File: src/hdl/abl_pkg.sv
// Package for the adaptive Butterworth low-pass filter.
// Types, register indexes and fixed constants; no dependencies.
`default_nettype none

package abl_pkg;

   // Register indexes of the configuration port
   localparam logic [1:0] CSR_CUTOFF   = 2'd0;
   localparam logic [1:0] CSR_PERIOD   = 2'd1;
   localparam logic [1:0] CSR_ADAPTIVE = 2'd2;

   localparam int CSR_DATA_W  = 32;
   localparam int CSR_INDEX_W = 2;

   // Reset values of the registers
   localparam logic [31:0] CUTOFF_RESET   = 32'd144134;
   localparam logic [19:0] PERIOD_RESET   = 20'd1000;
   localparam logic        ADAPTIVE_RESET = 1'b1;

   // 2*sqrt(2) in Q2.30
   localparam logic [31:0] SQRT2X2_Q30 = 32'd3037000500;

   // Alpha = (256p + 500000) / 1e6, taken as (4p + 7812) / 15625; the
   // reciprocal is floor(2^44 / 15625) + 1, exact for dividends below 2^30
   localparam logic [13:0] ALPHA_BIAS      = 14'd7812;
   localparam logic [29:0] ALPHA_DIVISOR   = 30'd15625;
   localparam logic [30:0] ALPHA_RECIP     = 31'd1125899907;
   localparam logic [65:0] ALPHA_SAT_LIMIT = 66'd67108864000000;

   // Divider quotient width
   localparam logic [5:0] QW_COEF  = 6'd33;

   typedef enum logic [3:0] {
      ST_IDLE,
      ST_MUL_P,
      ST_ALPHA_DIV,
      ST_ALPHA_WAIT,
      ST_MUL_AA,
      ST_MUL_AK,
      ST_DEN,
      ST_COEF_DIV,
      ST_COEF_WAIT,
      ST_MAC,
      ST_MAC_LAST,
      ST_OUT
   } state_type;

   typedef enum logic [1:0] {
      MUL_CUT_DT,
      MUL_ALPHA_SQ,
      MUL_ALPHA_K,
      MUL_TERM
   } mul_op_type;

   typedef struct packed {
      logic       load;
      logic       mul_en;
      mul_op_type mul_op;
      logic       alpha_div_start;
      logic       alpha_store;
      logic       s_store;
      logic       den_load;
      logic       coef_div_start;
      logic       coef_store;
      logic [1:0] coef_idx;
      logic [2:0] term_idx;
      logic       acc_clr;
      logic       acc_add;
      logic       out_load;
   } cmd_type;

   typedef struct packed {
      logic alpha_done;
      logic div_done;
      logic out_free;
   } status_type;

endpackage

`default_nettype wire

File: src/hdl/abl_ctrl.sv
// Sequencer of the filter: walks one item through alpha, coefficients and MAC.
// Uses abl_pkg for state, command and status types.
`default_nettype none

module abl_ctrl
   import abl_pkg::*;
#(
   parameter int FILTER_ORDER = 2
) (
   input  wire logic       clock,
   input  wire logic       reset,
   input  wire logic       req_valid,
   output      logic       req_ready,
   input  wire status_type status,
   output      cmd_type    cmd
);

   localparam logic [1:0] LAST_COEF = (FILTER_ORDER == 1) ? 2'd1 : 2'd2;
   localparam logic [2:0] LAST_TERM = (FILTER_ORDER == 1) ? 3'd2 : 3'd4;

   state_type  state_ff, state_in;
   logic [1:0] coef_ff, coef_in;
   logic [2:0] term_ff, term_in;

   always_ff @(posedge clock) begin
      if (reset) begin
         state_ff <= ST_IDLE;
         coef_ff  <= '0;
         term_ff  <= '0;
      end else begin
         state_ff <= state_in;
         coef_ff  <= coef_in;
         term_ff  <= term_in;
      end
   end

   // Next state and counters
   always_comb begin
      state_in = state_ff;
      coef_in  = coef_ff;
      term_in  = term_ff;
      unique case (state_ff)
         ST_IDLE: begin
            if (req_valid) state_in = ST_MUL_P;
         end
         ST_MUL_P:     state_in = ST_ALPHA_DIV;
         ST_ALPHA_DIV: state_in = ST_ALPHA_WAIT;
         ST_ALPHA_WAIT: begin
            if (status.alpha_done) state_in = (FILTER_ORDER == 1) ? ST_DEN : ST_MUL_AA;
         end
         ST_MUL_AA: state_in = ST_MUL_AK;
         ST_MUL_AK: state_in = ST_DEN;
         ST_DEN: begin
            state_in = ST_COEF_DIV;
            coef_in  = '0;
         end
         ST_COEF_DIV: state_in = ST_COEF_WAIT;
         ST_COEF_WAIT: begin
            if (status.div_done) begin
               if (coef_ff == LAST_COEF) begin
                  state_in = ST_MAC;
                  term_in  = '0;
               end else begin
                  state_in = ST_COEF_DIV;
                  coef_in  = coef_ff + 2'd1;
               end
            end
         end
         ST_MAC: begin
            if (term_ff == LAST_TERM) state_in = ST_MAC_LAST;
            else term_in = term_ff + 3'd1;
         end
         ST_MAC_LAST: state_in = ST_OUT;
         ST_OUT: begin
            if (status.out_free) state_in = ST_IDLE;
         end
         default: state_in = ST_IDLE;
      endcase
   end

   // Commands to the datapath
   always_comb begin
      cmd          = '0;
      cmd.mul_op   = MUL_CUT_DT;
      cmd.coef_idx = coef_ff;
      cmd.term_idx = term_ff;
      req_ready    = 1'b0;
      unique case (state_ff)
         ST_IDLE: begin
            req_ready = 1'b1;
            cmd.load  = req_valid;
         end
         ST_MUL_P: begin
            cmd.mul_en = 1'b1;
            cmd.mul_op = MUL_CUT_DT;
         end
         ST_ALPHA_DIV:  cmd.alpha_div_start = 1'b1;
         ST_ALPHA_WAIT: cmd.alpha_store     = status.alpha_done;
         ST_MUL_AA: begin
            cmd.mul_en = 1'b1;
            cmd.mul_op = MUL_ALPHA_SQ;
         end
         ST_MUL_AK: begin
            cmd.mul_en  = 1'b1;
            cmd.mul_op  = MUL_ALPHA_K;
            cmd.s_store = 1'b1;
         end
         ST_DEN:       cmd.den_load       = 1'b1;
         ST_COEF_DIV:  cmd.coef_div_start = 1'b1;
         ST_COEF_WAIT: cmd.coef_store     = status.div_done;
         ST_MAC: begin
            cmd.mul_en  = 1'b1;
            cmd.mul_op  = MUL_TERM;
            cmd.acc_clr = (term_ff == 3'd0);
            cmd.acc_add = (term_ff != 3'd0);
         end
         ST_MAC_LAST: cmd.acc_add  = 1'b1;
         ST_OUT:      cmd.out_load = status.out_free;
         default: ;
      endcase
   end

endmodule

`default_nettype wire

File: config.mk
export PLATFORM = sky130hd
export DESIGN_NAME = abl_ctrl
export DESIGN_NICKNAME = d
export VERILOG_FILES = /design/src/hdl/abl_pkg.sv /design/src/hdl/abl_ctrl.sv
export SDC_FILE = /design/constraint.sdc
export NUM_CORES = 1
export LEC_CHECK = 0
export ABC_AREA = 1
export BUFFER_PORTS_ARGS = -buffer_cell sky130_fd_sc_hd__buf_2
export CORE_MARGIN = 5
export CORE_UTILIZATION = 46
export CTS_CLUSTER_SIZE = 24
export DETAILED_ROUTE_END_ITERATION = 8
export HOLD_SLACK_MARGIN = 0.08
export PLACE_DENSITY = 0.82
export SETUP_SLACK_MARGIN = 0.05
export SYNTH_ARGS = -nofsm -noshare
export SYNTH_HDL_FRONTEND = slang
export SYNTH_SLANG_ARGS = --single-unit
export TNS_END_PERCENT = 30
File: constraint.sdc
create_clock -name clock -period 2.5 [get_ports clock]
set_input_delay 0.25 -clock clock [delete_from_list [all_inputs] [get_ports clock]]
set_output_delay 0.25 -clock clock [all_outputs]
set_load 0.005 [all_outputs]
# Word level (Yosys, flattened, before mapping)
# Cells that the tools add are included.
# op_classes
eq_ne	21
reduce_logical	8
add_sub_neg	2
muxes	26
# ops
operator	n
$pmux W4 S12	1
$mux W4	6
$eq A4 B3 Y1 const B	4
$eq A4 B4 Y1 const B	4
$ne A2 B2 Y1 const B	8
$pmux W3 S4	1
$mux W1	10
$mux W3	3
$eq A4 B2 Y1 const B	2
$pmux W3 S2	1
$reduce_and A5 Y1	1
$eq A4 B1 Y1 const B	1
$logic_not A4 Y1	1
$mux W2	2
$pmux W2 S2	1
$reduce_and A4 Y1	1
$reduce_bool A2 Y1	2
$add A3 B1 Y3 const B	1
$eq A3 B3 Y1 const B	1
$logic_not A3 Y1	1
$reduce_and A3 Y1	1
$reduce_bool A3 Y1	1
$add A2 B1 Y2 const B	1
$eq A2 B2 Y1 const B	1
$pmux W1 S2	1
# totals
output_inout_bits	19
input_bits	6
register_bits	9

# Logic depth before layout (Yosys ltp)
# Gate-level depths: netlist of run 1.
# logic_depth
ltp_word	4
mapped_depth	9
depth_no_buf	9

# Least setup slack after synthesis of run 1
# No wires, ideal clock.
# synth_timing
path_type	register to register
start	register coef_ff[0]
end	register coef_ff[0]
required_time_ns	2.384
synth_period_minus_slack_ns	1.213
slack_ns	1.287
path_stages_with_launch	9
arrival_time_ns	1.097
cell_sequence	dfxtp_1 -> inv_1 -> ha_1 -> inv_1 -> nand3_1 -> nand2_1 -> nand2_1 -> o21ai_0 -> nor2_1
# synth_between
elab_chain_len	4
elab_cells_between_ends	7
classes_between	add/sub: 1; eq/ne: 2; mux: 3; reduce/logical: 1
# synth_lines
element	line_no	text
start: declaration	abl_ctrl.sv:22	logic [1:0] coef_ff, coef_in;
start signal: assignment	abl_ctrl.sv:32	coef_ff <= coef_in;
$add A2 B1 Y2	abl_ctrl.sv:65	coef_in = coef_ff + 2'd1;
$mux W2	abl_ctrl.sv:60	if (coef_ff == LAST_COEF) begin
$mux W2	abl_ctrl.sv:59	if (status.div_done) begin
$pmux W2 S2	abl_ctrl.sv:42	unique case (state_ff)
# Parallel ways exist; a longest one is shown, timed or not. The select of a mux whose other input is x is not followed.
# A chain may end at the register's enable or synchronous reset.

==> impl_metrics.env, run 1 <==
export IMPL_netlist_area_sq_um=698
export IMPL_area_growth_pct=23.8
export IMPL_finalSetupViolations=0
export IMPL_synth_edf_count=0
export IMPL_slew_headroom_pct=77.4
export IMPL_combPwrFrac_pct=57.7
export IMPL_rows=14
export IMPL_rrSetupSlack_ps=1110
export IMPL_io_pins=25
export IMPL_die_h_microns=49.0
export IMPL_reg2reg_from="state_ff[1]"
export IMPL_grt_pass1_wl_mm=3.15
export IMPL_clockRootBuffer="clkbuf_4"
export IMPL_fin_crit_sh_pct=69.2
export IMPL_min_path_type="input port to flop"
export IMPL_cts_sinks=9
export IMPL_cpMaxStageDelayCell="dfxtp_1"
export IMPL_cp_max_fo=8
export IMPL_p_clk_share_pct=15.1
export IMPL_dieArea_sq_um=2400
export IMPL_cp_end_kind="output pin"
export IMPL_clock_latency_ps=270
export IMPL_reg2reg_to="term_ff[1]"
export IMPL_status="complete, no violations"
export IMPL_die_w_microns=49.0
export IMPL_gp_congestion=0.924
export IMPL_min_path_cells=2
export IMPL_seq_power_share_pct=27.2
export IMPL_cts_resized=0
export IMPL_ys_top_cells_by_count="24 x inv_1, 24 x nor2_1, 23 x nand2_1, 10 x nand3_1, 9 x dfxtp_1"
export IMPL_p_sw_w=0.000391
export IMPL_path_cells="inv_2 -> nor2_4 -> nand2_1 -> nor3_1 -> buf_2"
export IMPL_hold_buffers=0
export IMPL_fin_tns_setup_ps=0
export IMPL_cts_htree_levels=1
export IMPL_ant_nets=0
export IMPL_drt_iter0_drc=27
export IMPL_yosysSeqAreaShare_pct=25.8
export IMPL_syn_nets=130
export IMPL_worst_pin_slew_ps=339
export IMPL_io_buffers=24
export IMPL_cts_setup_buffers=0
export IMPL_postSynthRegisterBits=9
export IMPL_path_class="flop to output pin"
export IMPL_synth_flop_cell="dfxtp_1"
export IMPL_hold_viol=0
export IMPL_hpwl_mm=1.54
export IMPL_synth_top_area_share_pct=25.8
export IMPL_start_util_pct=47.4
export IMPL_ys_async_sr_fraction_pct=0
export IMPL_drive_gt1_share_pct=22.8
export IMPL_synth_cells=121
export IMPL_yosys_top_cells_area="dfxtp_1 26%, inv_1 13%, nor2_1 13%, nand2_1 12%, nand3_1 7.2%"
export IMPL_p_leak_nw=0.540
export IMPL_via_count=834
export IMPL_wire_per_inst_microns=11.4
export IMPL_wl_mm=1.88
export IMPL_rsz0062_at_grt="no"
export IMPL_drcViolationCount=0
export IMPL_cts_tree="yes"
export IMPL_finalCriticalPeriod_ps=1730
export IMPL_grt_max_degree=9
export IMPL_max_freq_mhz=578
export IMPL_nets=159
export IMPL_start_kind="flop"
export IMPL_cp_arrival_ps=1480
export IMPL_dr_pass1_iters=4
export IMPL_reg2reg_depth=8
export IMPL_drv_cap=0
export IMPL_hold_start="reset"
export IMPL_grt_pass1_vias=736
export IMPL_sw_frac_of_total_pct=49.7
export IMPL_fp_coreArea_sq_um=1470
export IMPL_required_ps=2250
export IMPL_finalClockSkew_ps=5.57
export IMPL_utilization_pct=58.8
export IMPL_synth_avg_cell_area_sq_um=5.77
export IMPL_yosysWarningCount=0
export IMPL_cts_buffers=3
export IMPL_grt_overflow_total=0
export IMPL_cts_buffer_depth=2
export IMPL_min_to="coef_ff[1]"
export IMPL_pwr_density_cell_nw_per_um2=911
export IMPL_vias_per_cell=5.05
export IMPL_antenna_found_initial=0
export IMPL_drv_slew=0
export IMPL_path_clk_slew_ps=70
export IMPL_max_stage_delay_ps=420
export IMPL_n_antenna_cell=0
export IMPL_grt_use_total_pct=16.4
export IMPL_yosysTopAreaCell="dfxtp_1"
export IMPL_irDropWorstVdd_mv=0.469
export IMPL_ys_types=17
export IMPL_p_int_w=0.000396
## logic make-up (layout without fill, tap and decap cells)
group	count (synthesis)	in the layout	share of synthesized area [%]
and+or+nand+nor	72	72	46.4
DFF	9	9	25.8
adders and majority gates	3	3	5.38
AOI/OAI and AO/OA	12	12	8.96
buffers and inverters	25	53	13.4
## critical path: cells and delay by family, from the launching register on
kind	cells	cell delay, ps
and+or+nand+nor	3	560
DFF	1	420
buffers and inverters	2	240
## sequential cells by signal, indices dropped and copies added, names as in the netlist
signal	flops
coef_ff	2
state_ff	4
term_ff	3
## stage by stage
stage                     cell area (sq um)  instances  total power [W]  hold WS [ps]  setup WS [ps]
after floorplan                         698        121         0.000531           319           1290
final                                   865        165         0.000787           173            770
after global placement                  838        161         0.000660           457           1150
after CTS                               865        165         0.000791           157            797
after detailed placement                838        161         0.000668           455           1090
after global routing                    865        165         0.000866           168            596
## cell usage in the layout, fill, tap and decap left out
cell      netlist  layout
nor2_1         24      24
nand3_1        10      10
inv_2           1       1
clkbuf_4        0       3
inv_1          24      24
o21bai_1        1       1
nor2_4          2       2
a21oi_1         4       4
nor2_2          1       1
nand3b_1        1       1
buf_2           0      24
o21ai_0         7       7
clkbuf_1        0       1
nand2_1        23      23
ha_1            3       3
nor4_1          1       1
dfxtp_1         9       9
nand2_2         3       3
nor3_1          6       6
nand4_1         1       1
## power groups by stage
stage | logic [W] | clock network [W] | registers, W
after CTS | 0.000455 | 0.000124 | 0.000213
after global routing | 0.000518 | 0.000128 | 0.000220
after floorplan | 0.000322 | 0 | 0.000210
final | 0.000454 | 0.000119 | 0.000214
after global placement | 0.000446 | 0 | 0.000214
after detailed placement | 0.000452 | 0 | 0.000216
## area by class of cell
type	instances	area, sq um
Clock buffer	4	26.3
Fill cell	162	607
Inverter	25	93.8
Multi-Input combinational cell	87	424
Sequential cell	9	180
Tap cell	16	20.0
Timing Repair Buffer	24	120
## how the worst max path moves through the flow
stage / start / to / slack [ps] / depth (start not counted)
final: state_ff[3] / cmd[2] / 770 / 5
after global routing: state_ff[3] / cmd[1] / 600 / 5
after CTS: state_ff[3] / cmd[1] / 800 / 5
after detailed placement: state_ff[3] / cmd[1] / 1090 / 5
after global placement: state_ff[2] / coef_ff[0] / 1150 / 7
after floorplan: coef_ff[0] / coef_ff[0] / 1290 / 8
## layer usage
metal	vias up	part of all wire, %	GRT usage, %
met5	-	0	0
met4	0	3.5	12.6
met3	7	8.4	4.59
met2	38	43	23.7
met1	356	45	20.1
li1	433	-	-
No activity file was read; power rests on OpenSTA's default activity.
==> run 2: changes to the inputs <==
Clock period 2.5 ns to 1.8 ns, I/O delays scaled along.
==> run 2 against run 1 <==
  * Via count is 0.84% higher
  * Largest power group unchanged
  * Sequential cell count is the same
  * Critical endpoint is now cmd[11]
  * Routed wire length increased by 2.0%
  * Clock skew up 2.5 ps
  * Worst setup slack worse by 590 ps
  * Clock-buffer cell count is the same
  * Clock power rose by 32%
  * Hold slack worse by 52 ps
  * First-iteration DRC count is 37% lower
  * Combinational power up 43%
  * Global-route usage grew 0.99 points
==> impl_metrics.env, run 2 (synthesized netlist as in run 1, its figures left out) <==
export IMPL_area_growth_pct=24.7
export IMPL_endpoint="cmd[11]"
export IMPL_drcViolationCount=0
export IMPL_reg2reg_depth=9
export IMPL_cp_end_kind="output pin"
export IMPL_clock_latency_ps=260
export IMPL_p_clk_share_pct=14.2
export IMPL_ant_nets=0
export IMPL_path_cells="inv_1 -> nor2_1 -> inv_1 -> nor3_1 -> buf_2"
export IMPL_fp_coreArea_sq_um=1470
export IMPL_power_w=0.00111
export IMPL_pwr_density_cell_nw_per_um2=1270
export IMPL_nets=159
export IMPL_utilization_pct=59.2
export IMPL_max_freq_mhz=619
export IMPL_clockRootBuffer="clkbuf_4"
export IMPL_wire_per_inst_microns=11.6
export IMPL_hold_viol=0
export IMPL_crit_start="state_ff[2]"
export IMPL_die_w_microns=49.0
export IMPL_p_sw_w=0.000552
export IMPL_reg2reg_from="term_ff[0]"
export IMPL_reg_largest_list="state_ff x4, term_ff x3, coef_ff x2"
export IMPL_grt_overflow_total=0
export IMPL_largest_register="state_ff"
export IMPL_combPwrFrac_pct=58.7
export IMPL_drive_gt1_share_pct=24.8
export IMPL_io_pins=25
export IMPL_max_stage_delay_ps=410
export IMPL_cp_arrival_ps=1440
export IMPL_antenna_found_initial=0
export IMPL_finalSetupViolations=0
export IMPL_required_ps=1620
export IMPL_dieArea_sq_um=2400
export IMPL_path_delay_family="simple AND/OR/NAND/NOR gates"
export IMPL_cp_buffers_inverters=3
export IMPL_cts_buffer_depth=2
export IMPL_start_kind="flop"
export IMPL_hold_start="reset"
export IMPL_slew_headroom_pct=77.4
export IMPL_gp_congestion=0.932
export IMPL_dr_pass1_iters=4
export IMPL_irDropWorstVdd_mv=0.617
export IMPL_cp_max_fo=4
export IMPL_io_buffers=24
export IMPL_finalCriticalPeriod_ps=1620
export IMPL_die_h_microns=49.0
export IMPL_status="complete, no violations"
export IMPL_start_util_pct=47.4
export IMPL_rsz0062_at_grt="no"
export IMPL_cts_buffers=3
export IMPL_rrSetupSlack_ps=420
export IMPL_crit_top_cell="inv_1"
export IMPL_worst_pin_slew_ps=339
export IMPL_vias_per_cell=5.10
export IMPL_fin_tns_setup_ps=0
export IMPL_cts_tree="yes"
export IMPL_drv_cap=0
export IMPL_reg2reg_to="state_ff[1]"
export IMPL_grt_pass1_vias=782
export IMPL_layout_common_cells="24 x inv_1, 24 x buf_2, 23 x nor2_1, 22 x nand2_1, 10 x nand3_1"
export IMPL_grt_max_degree=9
export IMPL_path_clk_slew_ps=60
export IMPL_drt_iter0_drc=17
export IMPL_wl_mm=1.91
export IMPL_met3_length_microns=102
export IMPL_grt_use_total_pct=17.4
export IMPL_hpwl_mm=1.56
export IMPL_grt_pass1_wl_mm=3.40
export IMPL_p_leak_nw=0.541
export IMPL_cp_num_cells=5
export IMPL_cts_setup_buffers=0
export IMPL_drv_slew=0
export IMPL_seq_power_share_pct=27.1
export IMPL_path_class="flop to output pin"
export IMPL_largest_reg_flops=4
export IMPL_finalClockSkew_ps=8.07
export IMPL_via_count=841
export IMPL_sw_frac_of_total_pct=49.8
export IMPL_cts_sinks=9
export IMPL_wl_met2_microns=887
export IMPL_fin_crit_sh_pct=89.7
export IMPL_met1Wirelength_microns=868
export IMPL_min_path_type="input port to flop"
export IMPL_rows=14
export IMPL_cts_htree_levels=1
export IMPL_p_int_w=0.000555
export IMPL_cpMaxStageDelayCell="dfxtp_1"
export IMPL_n_antenna_cell=0
export IMPL_topRoutingLayerUsed="met4"
==> run 2: power groups by stage <==
| stage | sequential [W] | combinational (W) | clock (W) |
|---|---|---|---|
| 2_1_floorplan | 0.000291 | 0.000447 | 0 |
| 3_3_place_gp | 0.000300 | 0.000624 | 0 |
| 3_5_place_dp | 0.000299 | 0.000640 | 0 |
| 4_1_cts | 0.000296 | 0.000643 | 0.000162 |
| 5_1_grt | 0.000310 | 0.000737 | 0.000181 |
| 6_report | 0.000300 | 0.000650 | 0.000157 |
==> run 2: worst register-to-register path, stage by stage, from the launching register on <==
cell     delay (ps)
dfxtp_1         340
inv_1            80
ha_1            170
nand2_1          70
nand3_1         140
nand3_1         120
nor2_1          180
nand2_1          90
nand2_1          70
nor2_1           40
==> run 2: final cells by class <==
class | count | area [sq um]
well taps | 16 | 20.0
flip-flops and latches | 9 | 181
fillers | 153 | 601
repair buffers | 24 | 120
inverters | 25 | 93.8
multi-input cells | 87 | 429
clock buffers | 4 | 26.3
==> run 2: metal layers <==
layer  vias to the layer above  global-route usage [%]
met5                         -                       0
met4                         0                    10.8
met3                         8                    3.98
met2                        28                    28.3
met1                       373                    20.3
li1                        432                       -
==> run 2: what timing repair did <==
| item | 4_1_cts | 5_1_grt |
|---|---|---|
| setup endpoints to repair | 0 | 2 |
| hold buffers | 0 | 0 |
| gates resized for setup | 0 | 3 |
==> run 2: worst min-delay path by stage <==
stage                       to  depth (start not counted)  slack, ps
CTS                 coef_ff[1]                          2        100
detailed placement  coef_ff[1]                          2        390
global placement    coef_ff[1]                          2        380
finish              coef_ff[1]                          2        120
floorplan           coef_ff[1]                          1        250
global route        coef_ff[1]                          2        110
==> run 2: metrics by stage <==
stage / worst slack, ps / hold slack [ps] / instance area (sq um) / instances
floorplan: 587 / 249 / 698 / 121
global placement: 390 / 383 / 838 / 161
detailed placement: 388 / 389 / 838 / 161
CTS: 102 / 104 / 865 / 165
global route: 114 / 109 / 871 / 165
finish: 185 / 121 / 871 / 165
==> run 3: changes to the inputs <==
Settings changed: MAX_ROUTING_LAYER from default to met4.
==> run 3 against run 2 <==
  * Global-route usage fell by 0.43 points
  * Non-clock buffer count did not move
  * Clock power barely moved
  * Sequential share of layout area fell by 0.054 points
  * Core utilization fell by 0.26 points
  * Routed wire length fell by 3.7%
  * Sequential power barely moved
  * First-iteration DRC count fell by 12%
  * Clock-buffer cell count did not move
  * Combinational power fell by 3%
  * Hold slack improved by 4.1 ps
==> impl_metrics.env, run 3 (synthesized netlist as in run 1, its figures left out) <==
export IMPL_gp_congestion=0.936
export IMPL_dr_pass1_iters=4
export IMPL_finalSetupViolations=0
export IMPL_reg2reg_to="term_ff[1]"
export IMPL_ant_nets=0
export IMPL_drv_slew=0
export IMPL_io_pins=25
export IMPL_antenna_found_initial=0
export IMPL_min_path_cells=2
export IMPL_seq_power_share_pct=27.5
export IMPL_max_stage_delay_ps=430
export IMPL_wire_per_inst_microns=11.2
export IMPL_irDropWorstVdd_mv=0.562
export IMPL_path_class="flop to output pin"
export IMPL_finalCriticalPeriod_ps=1640
export IMPL_drt_iter0_drc=15
export IMPL_min_path_type="input port to flop"
export IMPL_clock_latency_ps=260
export IMPL_min_to="coef_ff[1]"
export IMPL_power_w=0.00109
export IMPL_die_w_microns=49.0
export IMPL_grt_pass1_vias=775
export IMPL_p_sw_w=0.000536
export IMPL_cts_tree="yes"
export IMPL_cts_buffers=3
export IMPL_grt_pass1_wl_mm=3.31
export IMPL_hold_start="reset"
export IMPL_slew_headroom_pct=79.2
export IMPL_layout_common_cells="24 x inv_1, 24 x nor2_1, 24 x buf_2, 22 x nand2_1, 10 x nand3_1"
export IMPL_rows=14
export IMPL_required_ps=1620
export IMPL_reg2reg_from="state_ff[3]"
export IMPL_rsz0062_at_grt="no"
export IMPL_worst_pin_slew_ps=312
export IMPL_io_buffers=24
export IMPL_finalClockSkew_ps=9.80
export IMPL_cts_buffer_depth=2
export IMPL_p_leak_nw=0.541
export IMPL_sw_frac_of_total_pct=49.3
export IMPL_largest_reg_flops=4
export IMPL_hold_buffers=0
export IMPL_pwr_density_cell_nw_per_um2=1250
export IMPL_hold_viol=0
export IMPL_fp_coreArea_sq_um=1470
export IMPL_utilization_pct=58.9
export IMPL_max_freq_mhz=609
export IMPL_grt_use_total_pct=17.0
export IMPL_fin_crit_sh_pct=91.2
export IMPL_cp_end_kind="output pin"
export IMPL_p_int_w=0.000550
export IMPL_status="complete, no violations"
export IMPL_path_clk_slew_ps=70
export IMPL_cp_arrival_ps=1460
export IMPL_drv_cap=0
export IMPL_clockRootBuffer="clkbuf_4"
export IMPL_start_util_pct=47.4
export IMPL_nets=159
export IMPL_p_clk_share_pct=14.5
export IMPL_largest_register="state_ff"
export IMPL_fin_tns_setup_ps=0
export IMPL_cp_max_fo=8
export IMPL_cts_sinks=9
export IMPL_cpMaxStageDelayCell="dfxtp_1"
export IMPL_via_count=826
export IMPL_rrSetupSlack_ps=370
export IMPL_n_antenna_cell=0
export IMPL_dieArea_sq_um=2400
export IMPL_drive_gt1_share_pct=23.5
export IMPL_grt_overflow_total=0
export IMPL_cts_htree_levels=1
export IMPL_nFillCells=163
export IMPL_area_growth_pct=24.2
export IMPL_die_h_microns=49.0
export IMPL_path_cells="inv_2 -> nor2_4 -> nand2_2 -> nor3_1 -> buf_2"
export IMPL_vias_per_cell=5.01
export IMPL_grt_max_degree=9
export IMPL_wl_mm=1.84
export IMPL_hpwl_mm=1.52
export IMPL_reg2reg_depth=9
export IMPL_drcViolationCount=0
export IMPL_reg_largest_list="state_ff x4, term_ff x3, coef_ff x2"
export IMPL_combPwrFrac_pct=58.0
export IMPL_start_kind="flop"
[run 3: cell counts in the layout (fill, tap and decap cells not counted)]
No cell type changed its count.
[run 3: metal layers]
metal  vias up  share of wire, %  global-route usage (%)
li1        434                 -                       -
met2        29                47                    25.9
met5         -                 0                       -
met1       359                44                    20.3
met3         4               7.2                    4.28
met4         0               1.6                    8.97
[run 3: area by class of cell]
cell class / count / area [sq um] / share of cell area [%]
Multi-Input combinational cell: 87 / 427 / 49.2
Sequential cell: 9 / 180 / 20.8
Timing Repair Buffer: 24 / 120 / 13.9
Inverter: 25 / 93.8 / 10.8
Clock buffer: 4 / 26.3 / 3.03
Tap cell: 16 / 20.0 / 2.31
[run 3: metrics by stage]
step / instance area (sq um) / worst slack, ps / hold slack [ps] / cells
floorplan: 698 / 587 / 249 / 121
global placement: 838 / 390 / 394 / 161
detailed placement: 838 / 367 / 399 / 161
CTS: 865 / 79.3 / 115 / 165
global route: 867 / 53.4 / 124 / 165
finish: 867 / 158 / 125 / 165
[run 3: power groups by stage]
| stage | logic [W] | registers, W | clock network, W |
|---|---|---|---|
| 4_1_cts | 0.000625 | 0.000298 | 0.000163 |
| 5_1_grt | 0.000725 | 0.000307 | 0.000171 |
| 2_1_floorplan | 0.000447 | 0.000291 | 0 |
| 3_5_place_dp | 0.000621 | 0.000302 | 0 |
| 6_report | 0.000630 | 0.000298 | 0.000158 |
| 3_3_place_gp | 0.000621 | 0.000301 | 0 |
[run 3: repair_timing]
item | CTS | global route
buffers inserted | 0 | 0
resized for setup | 0 | 1
endpoints found under the setup margin | 0 | 2
[run 3: worst max-delay path, delay by kind of cell, from the launching register on]
family / cells / cell delay [ps]
buffers and inverters: 2 / 250
flip-flops: 1 / 430
AND/OR/NAND/NOR: 3 / 530
[run 3: worst max path at each step]
stage | start | endpoint | slack [ps] | depth (start not counted)
2_1_floorplan | coef_ff[0] | coef_ff[0] | 590 | 8
3_3_place_gp | state_ff[3] | cmd[1] | 390 | 5
3_5_place_dp | state_ff[3] | cmd[2] | 370 | 5
4_1_cts | state_ff[3] | cmd[2] | 80 | 5
5_1_grt | state_ff[3] | cmd[2] | 50 | 5
6_report | state_ff[3] | cmd[2] | 160 | 5
